[src/rtl/dpd_pkg.sv]
package dpd_pkg;

    localparam int unsigned QueueDepthDefault = 4;

    localparam logic [7:0] CH_START = 8'h24;
    localparam logic [7:0] CH_END   = 8'h23;
    localparam logic [7:0] CH_ESC   = 8'h7D;
    localparam logic [7:0] ESC_XOR  = 8'h20;
    localparam logic [7:0] CH_ZERO  = 8'h30;
    localparam logic [7:0] CH_NINE  = 8'h39;
    localparam logic [7:0] CH_UPA   = 8'h41;
    localparam logic [7:0] CH_UPF   = 8'h46;
    localparam logic [7:0] CH_LOWA  = 8'h61;
    localparam logic [7:0] CH_LOWF  = 8'h66;

    typedef enum logic [1:0] {
        EV_START = 2'd0,
        EV_BYTE  = 2'd1,
        EV_GOOD  = 2'd2,
        EV_BAD   = 2'd3
    } t_kind;

    typedef struct packed {
        t_kind      kind;
        logic [7:0] payload;
        logic       ack;
    } t_event;

endpackage

[src/rtl/dpd_front.sv]
module dpd_front import dpd_pkg::*; (
    input  logic       i_clk,
    input  logic       i_rst_n,
    input  logic       i_valid,
    input  logic [7:0] i_char,
    input  logic       i_accept,
    input  logic       i_ack_enabled,
    output logic       o_push,
    output t_event     o_event
);

    typedef enum logic [4:0] {
        PH_IDLE = 5'b00001,
        PH_DATA = 5'b00010,
        PH_ESC  = 5'b00100,
        PH_CK1  = 5'b01000,
        PH_CK2  = 5'b10000
    } t_phase;

    t_phase     r_phase, n_phase;
    logic [7:0] r_sum, n_sum;
    logic [7:0] r_exp, n_exp;
    logic       emit;
    logic       fail;
    logic [4:0] hex;
    logic [7:0] ck_full;

    function automatic logic [4:0] hex_decode(input logic [7:0] ch);
        logic [7:0] v;
        v = 8'd0;
        if (ch >= CH_ZERO && ch <= CH_NINE) begin
            v = ch - CH_ZERO;
            return {1'b1, v[3:0]};
        end else if (ch >= CH_UPA && ch <= CH_UPF) begin
            v = ch - CH_UPA + 8'd10;
            return {1'b1, v[3:0]};
        end else if (ch >= CH_LOWA && ch <= CH_LOWF) begin
            v = ch - CH_LOWA + 8'd10;
            return {1'b1, v[3:0]};
        end
        return 5'd0;
    endfunction

    assign hex     = hex_decode(i_char);
    assign ck_full = r_exp + {4'd0, hex[3:0]};

    always_comb begin
        n_phase = r_phase;
        n_sum   = r_sum;
        n_exp   = r_exp;
        emit    = 1'b0;
        fail    = 1'b0;
        o_event = '{kind: EV_START, payload: 8'd0, ack: 1'b0};
        if (i_char == CH_START) begin
            n_phase = PH_DATA;
            n_sum   = 8'd0;
            emit    = 1'b1;
        end else if (i_char == CH_END) begin
            if (r_phase == PH_DATA) begin
                n_phase = PH_CK1;
            end else begin
                fail = 1'b1;
            end
        end else if (i_char == CH_ESC) begin
            if (r_phase == PH_DATA) begin
                n_sum   = r_sum + i_char;
                n_phase = PH_ESC;
            end else begin
                fail = 1'b1;
            end
        end else begin
            unique case (r_phase)
                PH_DATA: begin
                    n_sum   = r_sum + i_char;
                    emit    = 1'b1;
                    o_event = '{kind: EV_BYTE, payload: i_char, ack: 1'b0};
                end
                PH_ESC: begin
                    n_sum   = r_sum + i_char;
                    n_phase = PH_DATA;
                    emit    = 1'b1;
                    o_event = '{kind: EV_BYTE, payload: i_char ^ ESC_XOR, ack: 1'b0};
                end
                PH_CK1: begin
                    if (hex[4]) begin
                        n_exp   = {hex[3:0], 4'd0};
                        n_phase = PH_CK2;
                    end else begin
                        fail = 1'b1;
                    end
                end
                PH_CK2: begin
                    if (hex[4]) begin
                        n_exp = ck_full;
                        if (ck_full == r_sum) begin
                            n_phase = PH_IDLE;
                            emit    = 1'b1;
                            o_event = '{kind: EV_GOOD, payload: 8'd0, ack: i_ack_enabled};
                        end else begin
                            fail = 1'b1;
                        end
                    end else begin
                        fail = 1'b1;
                    end
                end
                default: begin
                end
            endcase
        end
        if (fail && r_phase != PH_IDLE) begin
            n_phase = PH_IDLE;
            emit    = 1'b1;
            o_event = '{kind: EV_BAD, payload: 8'd0, ack: i_ack_enabled};
        end
    end

    assign o_push = i_valid && i_accept && emit;

    always_ff @(posedge i_clk) begin
        if (!i_rst_n) begin
            r_phase <= PH_IDLE;
            r_sum   <= 8'd0;
            r_exp   <= 8'd0;
        end else if (i_valid && i_accept) begin
            r_phase <= n_phase;
            r_sum   <= n_sum;
            r_exp   <= n_exp;
        end
    end

endmodule

[src/rtl/dpd_queue.sv]
module dpd_queue import dpd_pkg::*; #(
    parameter int unsigned DEPTH = QueueDepthDefault
) (
    input  logic   i_clk,
    input  logic   i_rst_n,
    input  logic   i_push,
    input  t_event i_event,
    output logic   o_full,
    output logic   o_valid,
    output t_event o_event,
    input  logic   i_pop
);

    localparam int unsigned PtrW = (DEPTH > 1) ? $clog2(DEPTH) : 1;
    localparam int unsigned CntW = $clog2(DEPTH + 1);

    t_event            r_mem [DEPTH];
    logic [PtrW-1:0]   r_wr, r_rd;
    logic [CntW-1:0]   r_count;
    logic              do_pop;

    function automatic logic [PtrW-1:0] ptr_next(input logic [PtrW-1:0] p);
        if (p == PtrW'(DEPTH - 1)) begin
            return '0;
        end
        return p + 1'b1;
    endfunction

    assign o_full  = (r_count == CntW'(DEPTH));
    assign o_valid = (r_count != '0);
    assign o_event = r_mem[r_rd];
    assign do_pop  = i_pop && o_valid;

    always_ff @(posedge i_clk) begin
        if (i_push) begin
            r_mem[r_wr] <= i_event;
        end
    end

    always_ff @(posedge i_clk) begin
        if (!i_rst_n) begin
            r_wr    <= '0;
            r_rd    <= '0;
            r_count <= '0;
        end else begin
            if (i_push) begin
                r_wr <= ptr_next(r_wr);
            end
            if (do_pop) begin
                r_rd <= ptr_next(r_rd);
            end
            if (i_push && !do_pop) begin
                r_count <= r_count + 1'b1;
            end else if (!i_push && do_pop) begin
                r_count <= r_count - 1'b1;
            end
        end
    end

endmodule

[src/rtl/debug_packet_deframer.sv]
// Packet deframer for a serial debug stream of the form '$' payload '#' hh.
// One received character enters per request on the s_axis channel. Each
// character causes at most one event on the m_axis channel: packet start,
// an unescaped payload byte, packet good or packet bad. For good and bad
// events the ack bit tells the sender whether to answer with an ack character ('+' or '-').
// The cfg channel writes the one-bit ack enable; it is always ready and
// should only be written while no request is in flight.
// An accepted character's event is registered in the queue before it
// reaches the output. The parser takes one character every cycle; events
// wait in a small queue (QUEUE_DEPTH entries), so the input only stalls
// once the queue is full because the receiver holds m_axis_tready low.
// Reset returns the parser to idle, clears the checksum state and the
// queue, and sets the ack enable.
module debug_packet_deframer import dpd_pkg::*; #(
    parameter int unsigned QUEUE_DEPTH = QueueDepthDefault
) (
    input  logic        i_clk,
    input  logic        i_rst_n,
    input  logic        s_axis_tvalid,
    output logic        s_axis_tready,
    input  logic [7:0]  s_axis_tdata,   // [7:0] in_byte
    output logic        m_axis_tvalid,
    input  logic        m_axis_tready,
    output logic [15:0] m_axis_tdata,   // [7:0] payload_byte, [8] send_ack_char
    output logic [1:0]  m_axis_tuser,   // [1:0] event_kind
    input  logic        i_cfg_valid,
    output logic        o_cfg_ready,
    input  logic        i_cfg_data
);

    logic   r_ack_enabled;
    logic   push;
    logic   full;
    t_event front_event;
    t_event head;

    assign o_cfg_ready = 1'b1;

    always_ff @(posedge i_clk) begin
        if (!i_rst_n) begin
            r_ack_enabled <= 1'b1;
        end else if (i_cfg_valid) begin
            r_ack_enabled <= i_cfg_data;
        end
    end

    assign s_axis_tready = !full;

    dpd_front u_front (
        .i_clk         (i_clk),
        .i_rst_n       (i_rst_n),
        .i_valid       (s_axis_tvalid),
        .i_char        (s_axis_tdata),
        .i_accept      (s_axis_tready),
        .i_ack_enabled (r_ack_enabled),
        .o_push        (push),
        .o_event       (front_event)
    );

    dpd_queue #(
        .DEPTH (QUEUE_DEPTH)
    ) u_queue (
        .i_clk   (i_clk),
        .i_rst_n (i_rst_n),
        .i_push  (push),
        .i_event (front_event),
        .o_full  (full),
        .o_valid (m_axis_tvalid),
        .o_event (head),
        .i_pop   (m_axis_tready)
    );

    assign m_axis_tdata = {7'd0, head.ack, head.payload};
    assign m_axis_tuser = head.kind;

endmodule
[config.mk]
export PLATFORM = sky130hd
export DESIGN_NAME = debug_packet_deframer
export DESIGN_NICKNAME = d
export VERILOG_FILES = /design/src/rtl/dpd_pkg.sv /design/src/rtl/dpd_front.sv /design/src/rtl/dpd_queue.sv /design/src/rtl/debug_packet_deframer.sv
export SDC_FILE = /design/constraint.sdc
export NUM_CORES = 1
export LEC_CHECK = 0
export BUFFER_PORTS_ARGS = -buffer_cell sky130_fd_sc_hd__clkbuf_2
export CAP_MARGIN = 20
export CORE_MARGIN = 10
export CORE_UTILIZATION = 55
export CTS_BUF_LIST = sky130_fd_sc_hd__clkbuf_8
export CTS_CLUSTER_SIZE = 28
export DETAILED_ROUTE_END_ITERATION = 10
export PLACE_DENSITY_LB_ADDON = 0.2
export RECOVER_POWER = 50
export SETUP_SLACK_MARGIN = 0.05
export SLEW_MARGIN = 20
export SYNTH_ARGS = -nofsm -noshare
export SYNTH_HDL_FRONTEND = slang
export SYNTH_HIERARCHICAL = 1
export SYNTH_SLANG_ARGS = --single-unit
[constraint.sdc]
create_clock -name i_clk -period 9.3 [get_ports i_clk]
set_input_delay 1.86 -clock i_clk [delete_from_list [all_inputs] [get_ports i_clk]]
set_output_delay 1.86 -clock i_clk [all_outputs]
set_load 0.03 [all_outputs]
=== Word level (Yosys, flattened, before mapping) ===
Memory sizes are Yosys's and may differ from the RTL's. A register that Yosys moved wholly into a read port is not among the register bits.
Index checks and enable logic that the tools add are counted.

* Register bits: 29
* Bits in latches: 0
* Memory bits (writable): 44
* Memory bits (read-only): 0
* Bits of input ports: 14
* Logic and storage cells: 134
* Memories kept: 1

{| class="wikitable"
|+ Memory list
! memory !! words !! width !! read ports !! clocked after Yosys merged registers in !! wr ports !! RTL line !! source
|-
| u_queue.r_mem || 4 || 11 || 1 || 1 || 1 || dpd_queue.sv:17 || <nowiki>t_event r_mem [DEPTH];</nowiki>
|}

* $add $sub $neg: 11
* $mul: 0
* Div/mod/pow operators: 0
* $lt $le $gt $ge: 6
* Eq/ne operators: 21
* Shifts and indexed selects: 0
* Multiplexer cells: 63
* Bitwise logic cells: 4
* Reductions and logical operators: 21

{| class="wikitable"
|+ Operators by type and width
! cell !! number
|-
| 11-bit two-way mux || 6
|-
| 5-bit two-way mux || 13
|-
| 8-bit two-way mux || 7
|-
| 11-bit case mux with 3 select lines || 1
|-
| 1-bit two-way mux || 24
|-
| 6-bit by 1-bit != test with 1-bit output (second input constant) || 3
|-
| 8-bit by 6-bit equality test with 1-bit output (second input constant) || 2
|-
| 8-bit by 7-bit greater-or-equal comparator with 1-bit output (second input constant) || 2
|-
| 8-bit by 7-bit <= comparator with 1-bit output (second input constant) || 2
|-
| 8-bit case mux with 2 select lines || 1
|-
| 5-bit case mux with 3 select lines || 1
|-
| 7-bit AND reduction || 2
|-
| 2-bit two-way mux || 6
|-
| 4-bit by 1-bit subtractor with 4-bit output (second input constant) || 3
|-
| 1-bit logical AND || 9
|-
| 4-bit adder (second input constant) || 2
|-
| 8-bit by 4-bit adder with 8-bit output || 1
|-
| 8-bit adder || 1
|-
| 8-bit by 7-bit equality test with 1-bit output (second input constant) || 1
|-
| 8-bit equality test || 1
|-
| 8-bit by 6-bit greater-or-equal comparator with 1-bit output (second input constant) || 1
|-
| 8-bit by 6-bit <= comparator with 1-bit output (second input constant) || 1
|-
| 7-bit nonzero test || 1
|-
| 3-bit two-way mux || 2
|-
| 21 further kinds || 33
|}

=== Longest topological paths before layout ===
Gate-level depths: netlist of run 1.

* Word-level depth: 21
* Mapped depth: 21
* Mapped depth without buffers: 21

=== Modules after synthesis ===
The synthesis of run 1 kept the hierarchy.

{| class="wikitable"
|+ By module, submodules not included
! module !! times used !! cells an instance !! area each (um2) !! sequential area each (um2)
|-
| dpd_front || 1 || 281 || 2195.9 || 420.4
|-
| dpd_queue || 1 || 103 || 2062.0 || 1501.4
|-
| debug_packet_deframer || 1 || 14 || 105.1 || 20.0
|}

=== Worst setup path before layout of run 1 ===
OpenSTA, ideal clock, no wires.

* Path kind: input port to flip-flop
* Start point: in s_axis_tdata[3]
* End point: reg u_queue.r_count[2]
* Arrival time: 6.599 ns
* Path slack: 2.631 ns
* Stages on the path: 18
* Path through: buf_6 or4b_4 or3_4 o21ai_0 ha_1 a211oi_1 nor2_1 xnor2_1 or4_4 nor3_1 o21ai_0 a31oi_1 ha_1 inv_1 fa_1 xor2_1 or3_1 a21boi_1

* Word-level cells in the longest chain between the ends: 20
* Elaborated cells between the ends (all ways): 47

{| class="wikitable"
|+ Ends and longest elaborated chain
! what !! RTL line !! source
|-
| start, declared || debug_packet_deframer.sv:21 || <nowiki>input logic [7:0] s_axis_tdata,</nowiki>
|-
| 4-bit by 1-bit subtractor with 4-bit output (tied with other cells) || dpd_front.sv:35, dpd_front.sv:38 ||
|-
| 4-bit adder / 1-bit logical AND (equally long branches) || dpd_front.sv:35, dpd_front.sv:38, dpd_front.sv:37 ||
|-
| 5-bit two-way mux / 1-bit two-way mux (equally long branches) || dpd_front.sv:37 || <nowiki>end else if (ch >= CH_LOWA && ch <= CH_LOWF) begin</nowiki>
|-
| 5-bit two-way mux / 1-bit two-way mux (equally long branches) || dpd_front.sv:34 || <nowiki>end else if (ch >= CH_UPA && ch <= CH_UPF) begin</nowiki>
|-
| 5-bit two-way mux / 1-bit two-way mux (equally long branches) || dpd_front.sv:31 || <nowiki>if (ch >= CH_ZERO && ch <= CH_NINE) begin</nowiki>
|-
| 5-bit two-way mux || dpd_front.sv:41 || <nowiki>return 5'd0;</nowiki>
|-
| 8-bit by 4-bit adder with 8-bit output || dpd_front.sv:45 || <nowiki>assign ck_full = r_exp + {4'd0, hex[3:0]};</nowiki>
|-
| 8-bit equality test || dpd_front.sv:95 || <nowiki>if (ck_full == r_sum) begin</nowiki>
|-
| [... 5 more ...] || n/a ||
|-
| 1-bit two-way mux || dpd_front.sv:54 || <nowiki>if (i_char == CH_START) begin</nowiki>
|-
| 1-bit logical AND || dpd_front.sv:110 || <nowiki>if (fail && r_phase != PH_IDLE) begin</nowiki>
|-
| 1-bit two-way mux (*) || dpd_front.sv:110 ||
|-
| 1-bit logical AND (*) || dpd_front.sv:117 || <nowiki>assign o_push = i_valid && i_accept && emit;</nowiki>
|-
| net push || debug_packet_deframer.sv:32 || <nowiki>logic push;</nowiki>
|-
| 1-bit zero test || dpd_queue.sv:54 || <nowiki>end else if (!i_push && do_pop) begin</nowiki>
|-
| 1-bit logical AND || dpd_queue.sv:54 ||
|-
| 2-bit nonzero test (no source line) || n/a ||
|-
| end signal, assigned || dpd_queue.sv:53 || <nowiki>r_count <= r_count + 1'b1;</nowiki>
|-
| end signal, assigned || dpd_queue.sv:55 || <nowiki>r_count <= r_count - 1'b1;</nowiki>
|-
| end, declared || dpd_queue.sv:19 || <nowiki>logic [CntW-1:0] r_count;</nowiki>
|}

The timed path passes the listed nets; every way through them passes the cells marked *. The select of a mux whose other input is x is not followed.
A chain may end at the register's enable or synchronous reset.

=== Worst setup path in the final report of run 1 ===
* Start point: in s_axis_tdata[1]
* End point: reg u_queue.r_count[2]

Same word-level chain as after synthesis.

==> summary.md, run 1 <==
| Metric | Value |
|---|---|
| Max Fclk | `~140 MHz` |
| P_int | `between 500 and 600 uW` |
| Count of pins over their slew limit | `16` |
| Row cnt | `32` |
| Top cells by area, synth | `edfxtp_1, dfxtp_1, ha_1` |
| Routed WL per cell | `roughly 18 um` |
| Final cell count without fillers | `~530` |
| Grt total ovfl | `0` |
| GPL Wtd Cong | `between 0.9 and 1` |
| Synth Area in Adders | `under 10%` |
| H-tree depth | `3` |
| Cell-by-cell trace of the critical path | `clkbuf_1, inv_1, ha_1, nor3b_1, or3_4, o21ai_0, ha_1, fa_1, a211oi_1, nor2_1, xnor2_1, or4_4, nor3_1, o21ai_0, a31oi_1, ha_1, inv_1, fa_1, xor2_1, or3_1, a21boi_1` |
| EDFF count, synth | `44` |
| Status | `finished, violations left` |
| VDD IR-drop max | `between 0.07 and 0.08 mV` |
| FF+latch count, synth | `75` |
| Core area | `just under 8000 sq um` |
| Rel. slew slack | `-24.9%` |
| Post-CTS Resized | `0` |
| Vias | `3094` |
| Ant. Diodes | `0` |
| Layout area overhead | `6.22%` |
| Crit-path most repeated cell | `ha_1` |
| CP max-delay cell | `or4_4` |
| Die H | `between 100 and 150 um` |
| Wire length on met3 | `between 400 and 500 um` |
| Layout Skew | `roughly 21 ps` |
| CP required | `9580 ps` |
| Routed Antenna Nets | `0` |
| Net Sw Frac | `32.7%` |
| Number of global-route vias before repair | `a little under 3000` |
| IO buf count | `26` |
| Via density | `5.89` |
| Synth Instances | `approximately 400` |
| Cts bufs inserted | `9` |
| RSZ-0062 raised after global routing | `no` |
| Largest delay share family, worst path | `simple AND/OR/NAND/NOR gates` |
| Most frequent cell after synthesis | `edfxtp_1` |
| Asr flop ratio synth | `0%` |
| Starting density of the core | `56.5%` |
| Buf/Inv on CP | `3` |
| Post-synthesis xor/xnor area fraction | `between 3 and 4%` |
| Crit-path max FO | `7` |
| Clk buf depth | `2` |
| Top sig layer | `met4` |
| Clock share of power | `29.0%` |
| Max incr delay on CP | `around 560 ps` |
| Sw power | `~260 uW` |
| Max-Cap Viols | `1` |
| Multi-input gate area | `roughly 2200 sq um` |
| Synth Area in Simple Gates | `17.1%` |
| Multiplexer share of the synthesized area | `slightly above 7%` |
| Met2 Wirelength | `4560 um` |
| Top FF cell, synth | `edfxtp_1` |
| CTS root buf | `clkbuf_8` |
| # hold bufs at CTS | `0` |
| NumNets Final | `456` |
| Crit path capture type | `register` |
| Io pins | `35` |
| WL final | `about 9000 um` |
| Critical path class | `in -> reg` |
| Area of the mapped netlist | `4360 sq um` |
| Largest family of logic cells by synthesized area | `simple AND/OR/NAND/NOR gates` |
| Pre-Repair DR Iteration Count | `6` |
| Synth Area per Inst | `about 11 sq um` |
| DR DRC count | `0` |
| Layout cells sized above 1 | `13.2%` |
| Final setup violation count | `0` |
| Setup TNS Final | `0 ps` |
| First-pass GRT wire length | `between 10000 and 15000 um` |
| Startpoint types | `primary input` |
| Largest net degree at the start of global routing | `21` |
| HP Class | `reg -> reg` |
| Initial antenna violation count | `0` |
| Compound-Gate Fraction of Synth Area | `between 10% and 20%` |
| Worst skew pair latency | `between 300 and 400 ps` |
| M1 WL | `~4100 um` |
| Failing checks | `max-capacitance violations, max-slew violations` |
| FF+latch area | `1940 sq um` |
| HPWL Detailed | `about 7000 um` |
| Post-CTS Setup Bufs | `0` |
| Sequential element share of the synthesized area | `44.5%` |
| DP Cell Count | `508` |
| P per Cell Area | `approximately 170 nW/um^2` |
| Width of the die | `approximately 110 um` |
| Commonest cells post-synth | `edfxtp_1, dfxtp_1, nor2_1, o21ai_0` |
| Area share of the largest cell type after synthesis | `between 30% and 40%` |
| Measured slew at the worst slew-check pin | `about 1900 ps` |
| Final Hold Viols | `0` |
| Leak pwr | `roughly 1.7 nW` |
| Die Area | `between 10000 and 15000 sq um` |
| TritonCTS clock tree | `built` |
| Synth area leader | `edfxtp_1` |
| Post-synthesis cell type count | `72` |
| 1st-iter DRT viols | `228` |
| Fill cells | `roughly 660` |
| Final worst-path cycle share | `between 70% and 80%` |
| Yosys warnings | `6` |
| Sequential power share | `roughly 48%` |
| Clk sink count | `75` |
| Combinational group share of total power | `between 20% and 30%` |
| Clock Pin Slew Worst Setup and Hold Paths | `roughly 90 ps` |
| Post-layout min period | `approximately 7100 ps` |
| Worst path arrival time | `7420 ps` |
| Gr usage total | `15.9%` |
==> metal layers <==
layer	track usage [%]	vias up
li1	-	1493
met1	19.9	1508
met2	26.3	85
met3	3.60	8
met4	5.56	0
met5	0	-
==> final cells by class <==
cell class,instances,share of cell area (%)
multi-input combinational,290,47.6
sequential,75,41.9
clock buffer,10,2.97
tap,102,2.75
timing repair buffer,28,2.65
inverter,14,1.13
clock inverter,6,0.972
==> layout by cell type, fill, tap and decap left out, types with 3 or more instances in the layout <==
cell and n:
or4_1 3, o21a_1 5, and3_1 5, ha_1 21
nor3_1 7, fa_1 3, mux2i_1 6, nand3b_1 4
mux4_2 10, a31oi_1 3, inv_1 14, nor2b_1 5
o211ai_1 5, clkbuf_1 16, xnor2_1 9, and2_0 8
a22oi_1 3, clkbuf_8 10, dfxtp_1 31, a211oi_1 3
or3_1 6, a21oi_1 21, nand2b_1 4, nor4_1 4
conb_1 8, o21ai_0 27, and2_1 10, nor2_1 29
edfxtp_1 44, clkbuf_2 11, nand2_1 20, nand3_1 8
xor2_1 7
==> sequential cells by signal, indices dropped and copies added, names as in the netlist, named ones only <==
name	flops
u_queue/r_mem	44
u_front/r_exp	8
u_front/r_sum	8
u_front/r_phase	5
u_queue/r_count	3
u_queue/r_rd	2
u_queue/r_wr	2
r_ack_enabled	1
==> worst reg2reg max path: cells and delay by family, from the launching register on <==
kind | cells | cell delay, ps
flops | 1 | 340
buf+inv | 1 | 60
fa+ha+maj | 4 | 1330
xor+xnor | 2 | 320
simple gates | 4 | 1330
compound gates | 4 | 1170
==> power groups by stage <==
stage	registers, mW	logic (mW)	clock network (mW)
global route	0.393	0.194	0.256
CTS	0.389	0.188	0.240
global placement	0.395	0.184	0
detailed placement	0.397	0.188	0
floorplan	0.379	0.163	0
finish	0.388	0.181	0.232
==> cell families after synthesis <==
family,count (synthesis)
buf+inv,39
simple gates,133
other cells,2
flops,75
mux,17
xor+xnor,17
fa+ha+maj,24
compound gates,91
==> per-stage QoR <==
stage | power (mW) | utilization [%] | area, sq um | worst slack, ps | hold WS (ps)
2_1_floorplan | 0.542 | - | 4390 | 2630 | 431
4_1_cts | 0.818 | 60.2 | 4660 | 2320 | 496
3_5_place_dp | 0.584 | 57.9 | 4470 | 1950 | 476
3_3_place_gp | 0.579 | 57.9 | 4470 | 2150 | 462
6_report | 0.800 | 60.0 | 4630 | 2160 | 491
5_1_grt | 0.843 | 60.0 | 4630 | 1830 | 522
==> path summary, 6_finish.rpt <==
check	startpoint	to	slack, ps	cells past startpoint
max reg2reg	u_front/r_exp[0]$_SDFFE_PN0P_	u_queue/r_count[2]$_SDFFE_PN0P_	4700	15
min	u_front/r_sum[3]$_SDFFE_PN0P_	u_front/r_sum[3]$_SDFFE_PN0P_	490	2
min reg2reg	u_front/r_sum[3]$_SDFFE_PN0P_	u_front/r_sum[3]$_SDFFE_PN0P_	490	2
max	s_axis_tdata[1]	u_queue/r_count[2]$_SDFFE_PN0P_	2160	21
No activity file was read; power rests on OpenSTA's default activity.
==> run 2: changes to the inputs <==
- ABC_AREA: default -> 1
- clock period: 9.3 -> 6.7 ns (I/O delays scaled with it)
==> summary.md, run 2 <==
| Metric | Value |
|---|---|
| Area of the mapped netlist | `4350 sq um (-0.34%)` |
| Area share of the largest cell type after synthesis | `30.4% (+0.10 points)` |
| Core area | `7730 sq um (unchanged)` |
| Max incr delay on CP | `480 ps (-80 ps)` |
| Post-layout min period | `about 5500 ps` |
| CTS root buf | `clkbuf_8` |
| 1st-iter DRT viols | `294 (+29%)` |
| Synth area leader | `edfxtp_1` |
| Vias | `3557 (+15%)` |
| Yosys warnings | `6 (unchanged)` |
| Net Sw Frac | `38.8% (+6.1 points)` |
| Cts bufs inserted | `9 (unchanged)` |
| Top FF cell, synth | `edfxtp_1` |
| Post-synthesis cell type count | `40 (-44%)` |
| Worst path arrival time | `5740 ps (-1680 ps)` |
| Critical path class | `in -> reg` |
| Clk sink count | `75 (unchanged)` |
| HPWL Detailed | `7380 um (+7.4%)` |
| H-tree depth | `3 (unchanged)` |
| Initial antenna violation count | `0 (unchanged)` |
| Fill cells | `713 (+7.4%)` |
| FF+latch area | `1940 sq um (unchanged)` |
| Layout area overhead | `7.68%` |
| Asr flop ratio synth | `0% (unchanged)` |
| Crit-path most repeated cell | `nand2_1` |
| Final setup violation count | `0 (unchanged)` |
| TritonCTS clock tree | `built` |
| Reg with most FFs | `u_queue/r_mem` |
| Max Fclk | `between 150 and 200 MHz` |
| Via density | `5.39 (-8.6%)` |
| Die H | `109 um (-0.14%)` |
| Synth Instances | `526 (+32%)` |
| Crit path capture type | `register` |
| Final worst slack | `1230 ps (-926 ps)` |
| Leak pwr | `2.07 nW (+23%)` |
| Worst skew pair latency | `370 ps (+20 ps)` |
| Clock share of power | `28.6% (-0.4 points)` |
| Total power | `1.28 mW (+60%)` |
| Most frequent cells in the layout | `nand2_1, nor2_1, inv_1, edfxtp_1, dfxtp_1` |
| Clock Pin Slew Worst Setup and Hold Paths | `90 ps (about the same)` |
| Largest register FFs | `44 (unchanged)` |
| Number of global-route vias before repair | `3401 (+15%)` |
| RSZ-0062 raised after global routing | `no` |
| Setup WS pre-CTS | `1020 ps (-936 ps)` |
| WL final | `9850 um (+7.1%)` |
| Post-CTS Resized | `0 (unchanged)` |
| HP Class | `reg -> reg` |
| Width of the die | `109 um (-0.14%)` |
| VDD IR-drop max | `0.198 mV (+160%)` |
| Pre-Repair DR Iteration Count | `5 (-1)` |
| First-pass GRT wire length | `16100 um (+7.7%)` |
| Gr usage total | `17.2% (+1.3 points)` |
| Status | `finished, final reports clean` |
| Commonest non-fill, non-tap cell in the layout | `nand2_1` |
| Max-Cap Viols | `0 (-1)` |
| Die Area | `11900 sq um (-0.28%)` |
| Ant. Diodes | `0 (unchanged)` |
| Measured slew at the worst slew-check pin | `920 ps (-934 ps)` |
| Post-CTS Setup Bufs | `0 (unchanged)` |
| Rel. slew slack | `38.2% (+63 points)` |
| Clk buf depth | `2 (unchanged)` |
| Largest net degree at the start of global routing | `24 (+14%)` |
| DR DRC count | `0 (unchanged)` |
| Crit-path max FO | `7 (unchanged)` |
| Final Hold Viols | `0 (unchanged)` |
| NumNets Final | `591 (+30%)` |
| Startpoint types | `primary input` |
| Commonest cells post-synth | `nand2_1, nor2_1, inv_1, edfxtp_1, dfxtp_1` |
| CP required | `6970 ps (-2610 ps)` |
| P_int | `785 uW (+46%)` |
| Routed Antenna Nets | `0 (unchanged)` |
| Io pins | `35 (unchanged)` |
| Count of pins over their slew limit | `0 (-16)` |
| CP max-delay cell | `a21oi_1` |
| Top cells by area, synth | `edfxtp_1, dfxtp_1, nand2_1` |
| Sequential element share of the synthesized area | `44.7% (+0.15 points)` |
| Routed WL per cell | `14.9 um (-15%)` |
| Final worst-path cycle share | `about four fifths` |
| P per Cell Area | `274 nW/um^2 (+59%)` |
| Multi-input gate area | `2020 sq um (-8.6%)` |
| Combinational group share of total power | `29.3% (+6.7 points)` |
| GPL Wtd Cong | `0.947 (-0.48%)` |
| Starting density of the core | `56.3% (-0.19 points)` |
| Synth Area per Inst | `8.27 sq um (-25%)` |
| Sw power | `498 uW (+90%)` |
| Sequential power share | `42.1% (-6.3 points)` |
| FF+latch count, synth | `75 (unchanged)` |
| IO buf count | `26 (unchanged)` |
| Row cnt | `32 (unchanged)` |
| Setup TNS Final | `0 ps (unchanged)` |
| EDFF count, synth | `44 (unchanged)` |
| Layout cells sized above 1 | `12.9% (-0.34 points)` |
| Most frequent cell after synthesis | `nand2_1` |
| # hold bufs at CTS | `0 (unchanged)` |
| Layout Skew | `8.12 ps (-13.3 ps)` |
| Regs by FF count | `u_queue/r_mem: 44 flops, u_front/r_exp: 8 flops, u_front/r_sum: 8 flops` |
| Grt total ovfl | `0 (unchanged)` |
## run 2: cell types whose count changed after synthesis, moves of 12 or more
cell     previous run  this run
nand2_1            20        96
inv_1              14        58
o21ai_1             2        23
inv_2               0        12
and2_1             17         0
nor2_1             29        68
nand3_1             8        28
## run 2: cell type report
type / count / area share (%)
Clock buffer: 9 / 2.65
Clock inverter: 7 / 1.76
Inverter: 71 / 5.69
Multi-Input combinational cell: 370 / 43.1
Sequential cell: 75 / 41.5
Tap cell: 102 / 2.73
Timing Repair Buffer: 26 / 2.62
## run 2: logic make-up (layout without fill, tap and decap cells)
logic type               count (synthesis)  count (layout)  share of synthesized area (%)
XOR/XNOR                                 6               6                           1.21
other                                    2               8                          0.173
adder cells (fa/ha/maj)                 24              24                           7.42
AND/OR/NAND/NOR                        248             248                           27.3
AO/OA/AOI/OAI                           84              84                           10.6
flip-flops                              75              75                           44.7
buffers and inverters                   87             113                           8.63
## run 2: layer usage
layer | vias up | wire [um] | global-route usage (%)
li1 | 1804 | - | -
met1 | 1666 | 4410 | 20.5
met2 | 74 | 4770 | 29.6
met3 | 13 | 510 | 4.31
met4 | 0 | 157 | 5.84
met5 | - | 0 | 0
## run 2: final timing paths
kind / startpoint / end / slack [ps] / cells after the start
setup / recovery: s_axis_tdata[1] / u_queue/r_count[2]$_SDFFE_PN0P_ / 1230 / 33
hold / removal: r_ack_enabled$_SDFFE_PN1P_ / r_ack_enabled$_SDFFE_PN1P_ / 490 / 2
setup reg to reg: u_front/r_exp[0]$_SDFFE_PN0P_ / u_queue/r_count[2]$_SDFFE_PN0P_ / 3070 / 24
hold reg to reg: r_ack_enabled$_SDFFE_PN1P_ / r_ack_enabled$_SDFFE_PN1P_ / 490 / 2
## run 2: per-stage QoR
| stage | util (%) | instances | hold slack [ps] | instance area [sq um] |
|---|---|---|---|---|
| 6_report | 60.6 | 660 | 491 | 4680 |
| 5_1_grt | 60.6 | 660 | 504 | 4680 |
| 3_5_place_dp | 58.5 | 644 | 475 | 4520 |
| 2_1_floorplan | - | 532 | 433 | 4370 |
| 4_1_cts | 61.2 | 660 | 493 | 4730 |
| 3_3_place_gp | 58.5 | 644 | 470 | 4520 |
## run 2: power by group through the flow
stage                     logic, mW  clock network (mW)  registers, mW
after floorplan               0.321                   0          0.526
after global placement        0.381                   0          0.551
final                         0.376               0.366          0.541
after CTS                     0.389               0.376          0.542
after detailed placement      0.389                   0          0.552
after global routing          0.418               0.393          0.545
## run 2: worst max-delay path, delay by kind of cell
family                     cells  cell delay (ps)
adders and majority gates      5             1540
buffers and inverters          6              570
AOI/OAI and AO/OA              3              760
and+or+nand+nor               19             1460
